--- config.mk ---
export PLATFORM = sky130hd
export DESIGN_NAME = bbpt_ctrl
export DESIGN_NICKNAME = d
export VERILOG_FILES = /design/src/rtl/core/bbpt_pkg.sv /design/src/rtl/core/bbpt_ctrl.sv
export SDC_FILE = /design/constraint.sdc
export NUM_CORES = 1
export LEC_CHECK = 0
export BUFFER_PORTS_ARGS = -buffer_cell sky130_fd_sc_hd__buf_2
export CAP_MARGIN = 40
export CORE_AREA = 2 2 93 95
export DETAILED_ROUTE_END_ITERATION = 8
export DIE_AREA = 0 0 95 97
export PLACE_DENSITY = 0.69
export SLEW_MARGIN = 20
export SYNTH_ARGS = -nofsm -noshare
export SYNTH_HDL_FRONTEND = slang
export SYNTH_SLANG_ARGS = --single-unit
export TNS_END_PERCENT = 20
--- constraint.sdc ---
create_clock -name clk -period 5.65 [get_ports clk]
set_clock_uncertainty 0.15 [all_clocks]
set_input_delay 0.565 -clock clk [delete_from_list [all_inputs] [get_ports clk]]
set_output_delay 0.565 -clock clk [all_outputs]
set_load 0.1 [all_outputs]
--- src/rtl/core/bbpt_pkg.sv ---
`timescale 1ns / 1ps
`default_nettype none
// ----------------------------------------------------------------------------
// Biquadratic patch tessellator package
// Shared types, constants and helper functions of the tessellator core.
// ----------------------------------------------------------------------------
package bbpt_pkg;

	localparam int LEVEL_W   = 3;
	localparam int MAX_LEVEL = 7;
	localparam logic [LEVEL_W-1:0] DEFAULT_LEVEL = 3'd4;
	localparam logic [LEVEL_W-1:0] MIN_LEVEL     = 3'd1;

	localparam int NUM_CRD   = 7;
	localparam int NUM_NRM   = 3;
	localparam int NUM_BYTES = 4;
	localparam int NUM_ROWS  = 12;
	localparam int ROW_AW    = 4;

	localparam logic [ROW_AW-1:0] LAST_CTRL_ROW = 4'd8;
	localparam logic [ROW_AW-1:0] COL_BASE      = 4'd9;

	localparam logic [3:0] COMP_NRM  = 4'd7;
	localparam logic [3:0] COMP_RGB  = 4'd10;
	localparam logic [3:0] COMP_LAST = 4'd13;

	localparam int CRD_X  = 0;
	localparam int CRD_Y  = 1;
	localparam int CRD_Z  = 2;
	localparam int CRD_TS = 3;
	localparam int CRD_TT = 4;
	localparam int CRD_LS = 5;
	localparam int CRD_LT = 6;

	localparam int BYTE_R = 0;
	localparam int BYTE_G = 1;
	localparam int BYTE_B = 2;
	localparam int BYTE_A = 3;

	localparam int W_W       = 6;
	localparam int ACC_W     = 40;
	localparam int MAG_W     = 38;
	localparam int DIV_N_W   = 41;
	localparam int DIV_D_W   = 27;
	localparam int DIV_CNT_W = $clog2(DIV_N_W + 1);
	localparam int NRM_SHIFT = 25;
	localparam int SUMSQ_W   = 32;
	localparam int SQRT_PAD  = 20;
	localparam int SQRT_IN_W = SUMSQ_W + SQRT_PAD;
	localparam int LEN_W     = SQRT_IN_W / 2;
	localparam int SQRT_CNT_W = $clog2(LEN_W + 1);

	localparam logic [1:0] TERM_A = 2'd0;
	localparam logic [1:0] TERM_B = 2'd1;
	localparam logic [1:0] TERM_C = 2'd2;

	typedef enum logic [1:0] {
		DIV_ROUND,
		DIV_FLOOR,
		DIV_NORM
	} div_mode_t;

	typedef enum logic {
		WSEL_LOAD,
		WSEL_EVAL
	} wsel_t;

	typedef struct packed {
		logic signed [31:0] pos_x;
		logic signed [31:0] pos_y;
		logic signed [31:0] pos_z;
		logic signed [31:0] tex_s;
		logic signed [31:0] tex_t;
		logic signed [31:0] light_s;
		logic signed [31:0] light_t;
		logic signed [15:0] norm_x;
		logic signed [15:0] norm_y;
		logic signed [15:0] norm_z;
		logic [31:0]        color_rgba;
	} in_item_t;

	typedef struct packed {
		logic signed [31:0] out_x;
		logic signed [31:0] out_y;
		logic signed [31:0] out_z;
		logic signed [31:0] out_tex_s;
		logic signed [31:0] out_tex_t;
		logic signed [31:0] out_light_s;
		logic signed [31:0] out_light_t;
		logic signed [15:0] out_norm_x;
		logic signed [15:0] out_norm_y;
		logic signed [15:0] out_norm_z;
		logic [31:0]        color_argb;
		logic               last_vertex;
	} out_item_t;

	typedef struct packed {
		logic [NUM_CRD-1:0][31:0]  crd;
		logic [NUM_NRM-1:0][15:0]  nrm;
		logic [NUM_BYTES-1:0][7:0] rgba;
	} vtx_t;

	typedef struct packed {
		logic              mem_we;
		wsel_t             mem_wsel;
		logic [ROW_AW-1:0] mem_waddr;
		logic              mem_re;
		logic [ROW_AW-1:0] mem_raddr;
		logic              acc_en;
		logic              acc_clr;
		logic [W_W-1:0]    weight;
		logic [W_W-1:0]    den;
		logic [3:0]        comp;
		logic [1:0]        nidx;
		logic              div_start;
		div_mode_t         div_mode;
		logic              eval_we;
		logic              sq_en;
		logic              sq_clr;
		logic              sqrt_start;
		logic              emit;
		logic              last;
	} dp_cmd_t;

	typedef struct packed {
		logic div_done;
		logic sqrt_done;
		logic s_zero;
	} dp_stat_t;

	function automatic logic [W_W-1:0] bern_weight(input logic [LEVEL_W-1:0] lvl,
		input logic [LEVEL_W-1:0] t, input logic [1:0] k);
		logic [W_W-1:0] a;
		logic [W_W-1:0] b;
		logic [W_W-1:0] w;
		a = W_W'(lvl - t);
		b = W_W'(t);
		case (k)
			TERM_A: w = a * a;
			TERM_B: w = (a * b) << 1;
			TERM_C: w = b * b;
			default: w = '0;
		endcase
		return w;
	endfunction

	function automatic logic signed [31:0] comp_get(input vtx_t v, input logic [3:0] f);
		logic [3:0] off;
		logic signed [31:0] r;
		if (f < COMP_NRM) begin
			r = v.crd[f[2:0]];
		end else if (f < COMP_RGB) begin
			off = f - COMP_NRM;
			r = 32'($signed(v.nrm[off[1:0]]));
		end else begin
			off = f - COMP_RGB;
			r = {24'b0, v.rgba[off[1:0]]};
		end
		return r;
	endfunction

	function automatic vtx_t comp_set(input vtx_t v, input logic [3:0] f,
		input logic [31:0] val);
		logic [3:0] off;
		vtx_t r;
		r = v;
		if (f < COMP_NRM) begin
			r.crd[f[2:0]] = val;
		end else if (f < COMP_RGB) begin
			off = f - COMP_NRM;
			r.nrm[off[1:0]] = val[15:0];
		end else begin
			off = f - COMP_RGB;
			r.rgba[off[1:0]] = val[7:0];
		end
		return r;
	endfunction

endpackage
`default_nettype wire

--- src/rtl/core/bbpt_ctrl.sv ---
`timescale 1ns / 1ps
`default_nettype none
// ----------------------------------------------------------------------------
// Tessellator controller
// Level register, load counter and the sequencer that walks grid rows,
// column evaluations, components and normal renormalization.
// ----------------------------------------------------------------------------
module bbpt_ctrl (
	input  wire logic                         clk,
	input  wire logic                         arst_n,
	input  wire logic                         start,
	input  wire logic                         cfg_we,
	input  wire logic [bbpt_pkg::LEVEL_W-1:0] cfg_wdata,
	output logic                              busy,
	output bbpt_pkg::dp_cmd_t                 cmd,
	input  wire bbpt_pkg::dp_stat_t           stat
);
	import bbpt_pkg::*;

	typedef enum logic [3:0] {
		S_IDLE,
		S_RD,
		S_MAC,
		S_DSTART,
		S_DWAIT,
		S_SQ,
		S_SQCHK,
		S_SQRTW,
		S_NDSTART,
		S_NDWAIT,
		S_FIN
	} state_t;

	typedef enum logic {
		P_COL,
		P_GRID
	} pass_t;

	state_t             state_q;
	pass_t              pass_q;
	logic               busy_q;
	logic [LEVEL_W-1:0] cfg_q;
	logic [LEVEL_W-1:0] lvl_q;
	logic [ROW_AW-1:0]  load_q;
	logic [3:0]         f_q;
	logic [1:0]         k_q;
	logic [1:0]         c_q;
	logic [1:0]         n_q;
	logic [LEVEL_W-1:0] i_q;
	logic [LEVEL_W-1:0] j_q;
	logic [LEVEL_W-1:0] t_sel;

	always_ff @(posedge clk or negedge arst_n) begin
		if (!arst_n) begin
			cfg_q <= DEFAULT_LEVEL;
		end else if (cfg_we) begin
			cfg_q <= cfg_wdata;
		end
	end

	always_ff @(posedge clk or negedge arst_n) begin
		if (!arst_n) begin
			state_q <= S_IDLE;
			pass_q  <= P_COL;
			busy_q  <= 1'b0;
			lvl_q   <= MIN_LEVEL;
			load_q  <= '0;
			f_q     <= '0;
			k_q     <= '0;
			c_q     <= '0;
			n_q     <= '0;
			i_q     <= '0;
			j_q     <= '0;
		end else begin
			unique case (state_q)
				S_IDLE: begin
					if (start) begin
						if (load_q == LAST_CTRL_ROW) begin
							load_q  <= '0;
							lvl_q   <= (cfg_q == '0) ? MIN_LEVEL : cfg_q;
							pass_q  <= P_COL;
							i_q     <= '0;
							j_q     <= '0;
							c_q     <= '0;
							f_q     <= '0;
							k_q     <= '0;
							busy_q  <= 1'b1;
							state_q <= S_RD;
						end else begin
							load_q <= load_q + 1'b1;
						end
					end
				end
				S_RD: begin
					state_q <= S_MAC;
				end
				S_MAC: begin
					if (k_q == TERM_C) begin
						k_q     <= '0;
						state_q <= S_DSTART;
					end else begin
						k_q     <= k_q + 1'b1;
						state_q <= S_RD;
					end
				end
				S_DSTART: begin
					state_q <= S_DWAIT;
				end
				S_DWAIT: begin
					if (stat.div_done) begin
						if (f_q == COMP_LAST) begin
							f_q     <= '0;
							n_q     <= '0;
							state_q <= S_SQ;
						end else begin
							f_q     <= f_q + 1'b1;
							state_q <= S_RD;
						end
					end
				end
				S_SQ: begin
					if (n_q == 2'(NUM_NRM - 1)) begin
						n_q     <= '0;
						state_q <= S_SQCHK;
					end else begin
						n_q <= n_q + 1'b1;
					end
				end
				S_SQCHK: begin
					state_q <= stat.s_zero ? S_FIN : S_SQRTW;
				end
				S_SQRTW: begin
					if (stat.sqrt_done) begin
						state_q <= S_NDSTART;
					end
				end
				S_NDSTART: begin
					state_q <= S_NDWAIT;
				end
				S_NDWAIT: begin
					if (stat.div_done) begin
						if (n_q == 2'(NUM_NRM - 1)) begin
							n_q     <= '0;
							state_q <= S_FIN;
						end else begin
							n_q     <= n_q + 1'b1;
							state_q <= S_NDSTART;
						end
					end
				end
				S_FIN: begin
					state_q <= S_RD;
					if (pass_q == P_COL) begin
						if (c_q == 2'd2) begin
							pass_q <= P_GRID;
							j_q    <= '0;
						end else begin
							c_q <= c_q + 1'b1;
						end
					end else if (j_q == lvl_q) begin
						if (i_q == lvl_q) begin
							busy_q  <= 1'b0;
							state_q <= S_IDLE;
						end else begin
							i_q    <= i_q + 1'b1;
							c_q    <= '0;
							pass_q <= P_COL;
						end
					end else begin
						j_q <= j_q + 1'b1;
					end
				end
				default: begin
					state_q <= S_IDLE;
				end
			endcase
		end
	end

	assign t_sel = (pass_q == P_COL) ? i_q : j_q;

	always_comb begin
		cmd            = '0;
		cmd.mem_wsel   = WSEL_EVAL;
		cmd.mem_waddr  = COL_BASE + ROW_AW'(c_q);
		cmd.mem_raddr  = (pass_q == P_COL) ?
			(ROW_AW'(c_q) + (ROW_AW'(k_q) << 1) + ROW_AW'(k_q)) :
			(COL_BASE + ROW_AW'(k_q));
		cmd.weight     = bern_weight(lvl_q, t_sel, k_q);
		cmd.den        = W_W'(lvl_q) * W_W'(lvl_q);
		cmd.comp       = f_q;
		cmd.nidx       = n_q;
		cmd.acc_clr    = (k_q == TERM_A);
		cmd.sq_clr     = (n_q == '0);
		cmd.last       = (j_q == lvl_q) && (i_q == lvl_q);
		if ((state_q == S_NDSTART) || (state_q == S_NDWAIT)) begin
			cmd.div_mode = DIV_NORM;
		end else if (f_q < COMP_RGB) begin
			cmd.div_mode = DIV_ROUND;
		end else begin
			cmd.div_mode = DIV_FLOOR;
		end
		unique case (state_q)
			S_IDLE: begin
				cmd.mem_we    = start;
				cmd.mem_wsel  = WSEL_LOAD;
				cmd.mem_waddr = load_q;
			end
			S_RD:      cmd.mem_re     = 1'b1;
			S_MAC:     cmd.acc_en     = 1'b1;
			S_DSTART:  cmd.div_start  = 1'b1;
			S_DWAIT:   cmd.eval_we    = stat.div_done;
			S_SQ:      cmd.sq_en      = 1'b1;
			S_SQCHK:   cmd.sqrt_start = !stat.s_zero;
			S_SQRTW:   cmd.sqrt_start = 1'b0;
			S_NDSTART: cmd.div_start  = 1'b1;
			S_NDWAIT:  cmd.eval_we    = stat.div_done;
			S_FIN: begin
				cmd.mem_we = (pass_q == P_COL);
				cmd.emit   = (pass_q == P_GRID);
			end
			default: cmd.mem_re = 1'b0;
		endcase
	end

	assign busy = busy_q;

endmodule
`default_nettype wire

==> impl_metrics.yaml <==
status:
  outcome: "finished, final reports clean"
final_layout:
  design_area_mm2: 0.00357
  area_delta_synth_final_pct: 19.5
  finalNetCount: 431
  n_antenna_cell: 0
  seqCellArea_um2: 805
  fillers: 781
  multi_input_area_mm2: 0.00208
  drive_gt1_share_pct: 29.8
place:
  portBuffers: 49
  gp_congestion: 0.878
  dp_hpwl_mm: 5.08
  dpl-instance-area_mm2: 0.00337
setup_path:
  ff2ff_setup_slack_ns: 3.45
  crit_fanout: 5
  reg2regPathDepth: 4
  reg2reg_to: "f_q[1]"
  critPathArrivalTime_ns: 4.92
  crit_path_start_kind: "flop"
  crit-reg2reg-launch: "state_q[1]"
  path_class: "reg2out"
  endpoint_kind: "primary output"
  crit_start: "pass_q"
  crit_required_ns: 4.93
floorplanning:
  row_count: 33
  num_io_pins: 51
  start_util_pct: 36.8
  die_y_um: 97
  die_x_um: 95
  fp.coreArea_mm2: 0.00813
  dieArea_mm2: 0.00922
sta:
  period_minus_slack_ns: 5.63
  finalSetupViolations: 0
  setup_tns_ns: 0
  hold_ws_ns: 0.180
  drv_slew: 0
  fin_crit_sh_pct: 99.7
  hold_viol_final: 0
  max_freq_mhz: 178
  rsz0062_at_grt: "yes"
  worst_pin_slew_ns: 0.719
  slew_headroom_pct: 52.1
logic_synthesis:
  synth_area_per_cell_um2: 9.09
  ys_ff_latch: 32
  async_reset_ff_share_pct: 100
  synth.yosys.seq_area_share_pct: 26.9
  ys_types: 60
  synthCells: 329
  synth_edf_count: 0
  synthFlopType: "dfrtp_1"
  syn_nets: 375
  synth_area_mm2: 0.00299
  synth-warning-count: 0
grt:
  grt_start_max_net_pins: 33
  grt_pass1_wl_mm: 11.9
  first_global_vias: 2568
  antenna_found_initial: 0
  overflow: 0
  grtUsageTotal_pct: 15.8
detailed_routing:
  postRouteAntennaNets: 0
  drc: 0
  vias: 2549
  drt-total-wl_mm: 6.72
  vias_per_cell: 5.19
  wl_per_cell_um: 13.7
  drtPass1Iterations: 4
  drt_iter0_markers: 124
clock_network:
  clkTransAtPathRegs_ns: 0.07
  clock_path_buffers: 2
  cts_hold_buf: 0
  cts_tree: "done"
  clock_latency_ns: 0.29
  htreeDepth: 2
  root_buffer: "clkbuf_8"
  numCtsBuffers: 5
  cts.sinks: 32
worst_hold_path:
  holdCritPathClass: "in2async"
flow_run:
  cap_violations: 0
==> per-layer routing <==
metal  part of all wire, %  vias up  global-route usage [%]  routed length (um)
li1                      -     1245                       -                   -
met1                    46     1230                    21.4                3070
met2                    49       60                    25.6                3300
met3                   3.2       14                    2.18                 215
met4                   2.0        0                    5.24                 131
met5                     0        -                       0                   0
==> logic make-up (layout without fill, tap and decap cells) <==
family / after synthesis / count (layout) / synth area share [%]
muxes: 18 / 18 / 7.19
AOI/OAI and AO/OA: 61 / 61 / 12.9
DFF: 32 / 32 / 26.9
buffers and inverters: 38 / 95 / 5.60
other: 1 / 1 / 0.125
xor gates and xnor gates: 20 / 20 / 5.86
adders and majority gates: 36 / 36 / 17.6
and+or+nand+nor: 123 / 123 / 23.9
==> registers in the layout, summed over array words and instances, names as in the netlist <==
name,count
f_q,4
load_q,4
state_q,4
cfg_q,3
i_q,3
j_q,3
lvl_q,3
c_q,2
k_q,2
n_q,2
busy,1
pass_q,1
==> worst max-delay path: stages (launching register included) <==
cell and delay [ns]:
dfrtp_2 0.44, mux2i_4 0.20, inv_2 0.07, ha_2 0.16
inv_1 0.05, fa_2 0.58, nor2b_4 0.17, nand2_2 0.06
fa_1 0.49, inv_1 0.06, fa_1 0.51, ha_1 0.15
inv_1 0.06, fa_2 0.38, xor2_1 0.16, xnor2_1 0.14
or4b_1 0.47, a31oi_1 0.16, a211o_2 0.15, buf_12 0.17
==> worst max-delay path by stage <==
stage | depth (start not counted) | endpoint | slack, ns
CTS | 19 | cmd[26] | -0.02
global placement | 17 | cmd[26] | 0.23
detailed placement | 17 | cmd[26] | 0.11
floorplan | 20 | cmd[26] | -0.15
finish | 19 | cmd[26] | 0.02
global route | 19 | cmd[26] | -0.18
==> layout by cell type, fill, tap and decap left out, drive strengths merged, types with 6 or more instances in the layout <==
| master | n |
|---|---|
| a21oi | 19 |
| and2 | 6 |
| buf | 63 |
| clkbuf | 6 |
| dfrtp | 30 |
| fa | 10 |
| ha | 26 |
| inv | 24 |
| mux2 | 12 |
| mux2i | 6 |
| nand2 | 20 |
| nand2b | 13 |
| nor2 | 33 |
| nor2b | 12 |
| nor3 | 10 |
| o21ai | 19 |
| xnor2 | 11 |
| xor2 | 9 |
==> repair_timing <==
item	in CTS	in global routing
pin swaps	7	1
gates resized for setup	15	3
gates cloned	0	0
buffers inserted	5	1
endpoints found under the setup margin	1	1
==> cell type report <==
cell class / count / area share, %
clock buffer: 6 / 2.31
multi-input combinational: 259 / 58.3
clock inverter: 2 / 0.280
inverter: 24 / 2.52
tap: 105 / 3.68
sequential: 32 / 22.5
timing repair buffer: 63 / 10.4
==> cell usage after synthesis, drive strengths merged (3+ instances only) <==
master  instances  share of area (%)
a21o            3               0.75
a21oi          19                3.2
a22o            5                1.5
and2            6                1.3
buf             7                1.6
clkbuf          7               0.96
dfrtp          30                 25
fa             10                6.7
ha             26                 11
inv            24                3.0
mux2           12                4.5
mux2i           6                2.7
nand2          20                2.6
nand2b         13                2.7
nand3           5               0.84
nor2           33                4.3
nor2b          12                2.5
nor3           10                2.0
nor4b           3                1.4
o21ai          19                3.2
or3             4               0.84
xnor2          11                3.2
xor2            9                2.6
==> per-stage QoR <==
| step | utilization (%) | worst slack [ns] | cells |
|---|---|---|---|
| 6_report | 43.9 | 0.0191 | 491 |
| 5_1_grt | 43.9 | -0.175 | 491 |
| 4_1_cts | 43.6 | -0.0204 | 490 |
| 3_5_place_dp | 41.4 | 0.110 | 477 |
| 3_3_place_gp | 41.4 | 0.232 | 477 |
| 2_1_floorplan | - | -0.148 | 329 |
Power is not shown: default switching activity piles up to over one toggle a cycle in this logic, so the estimate is an artifact.
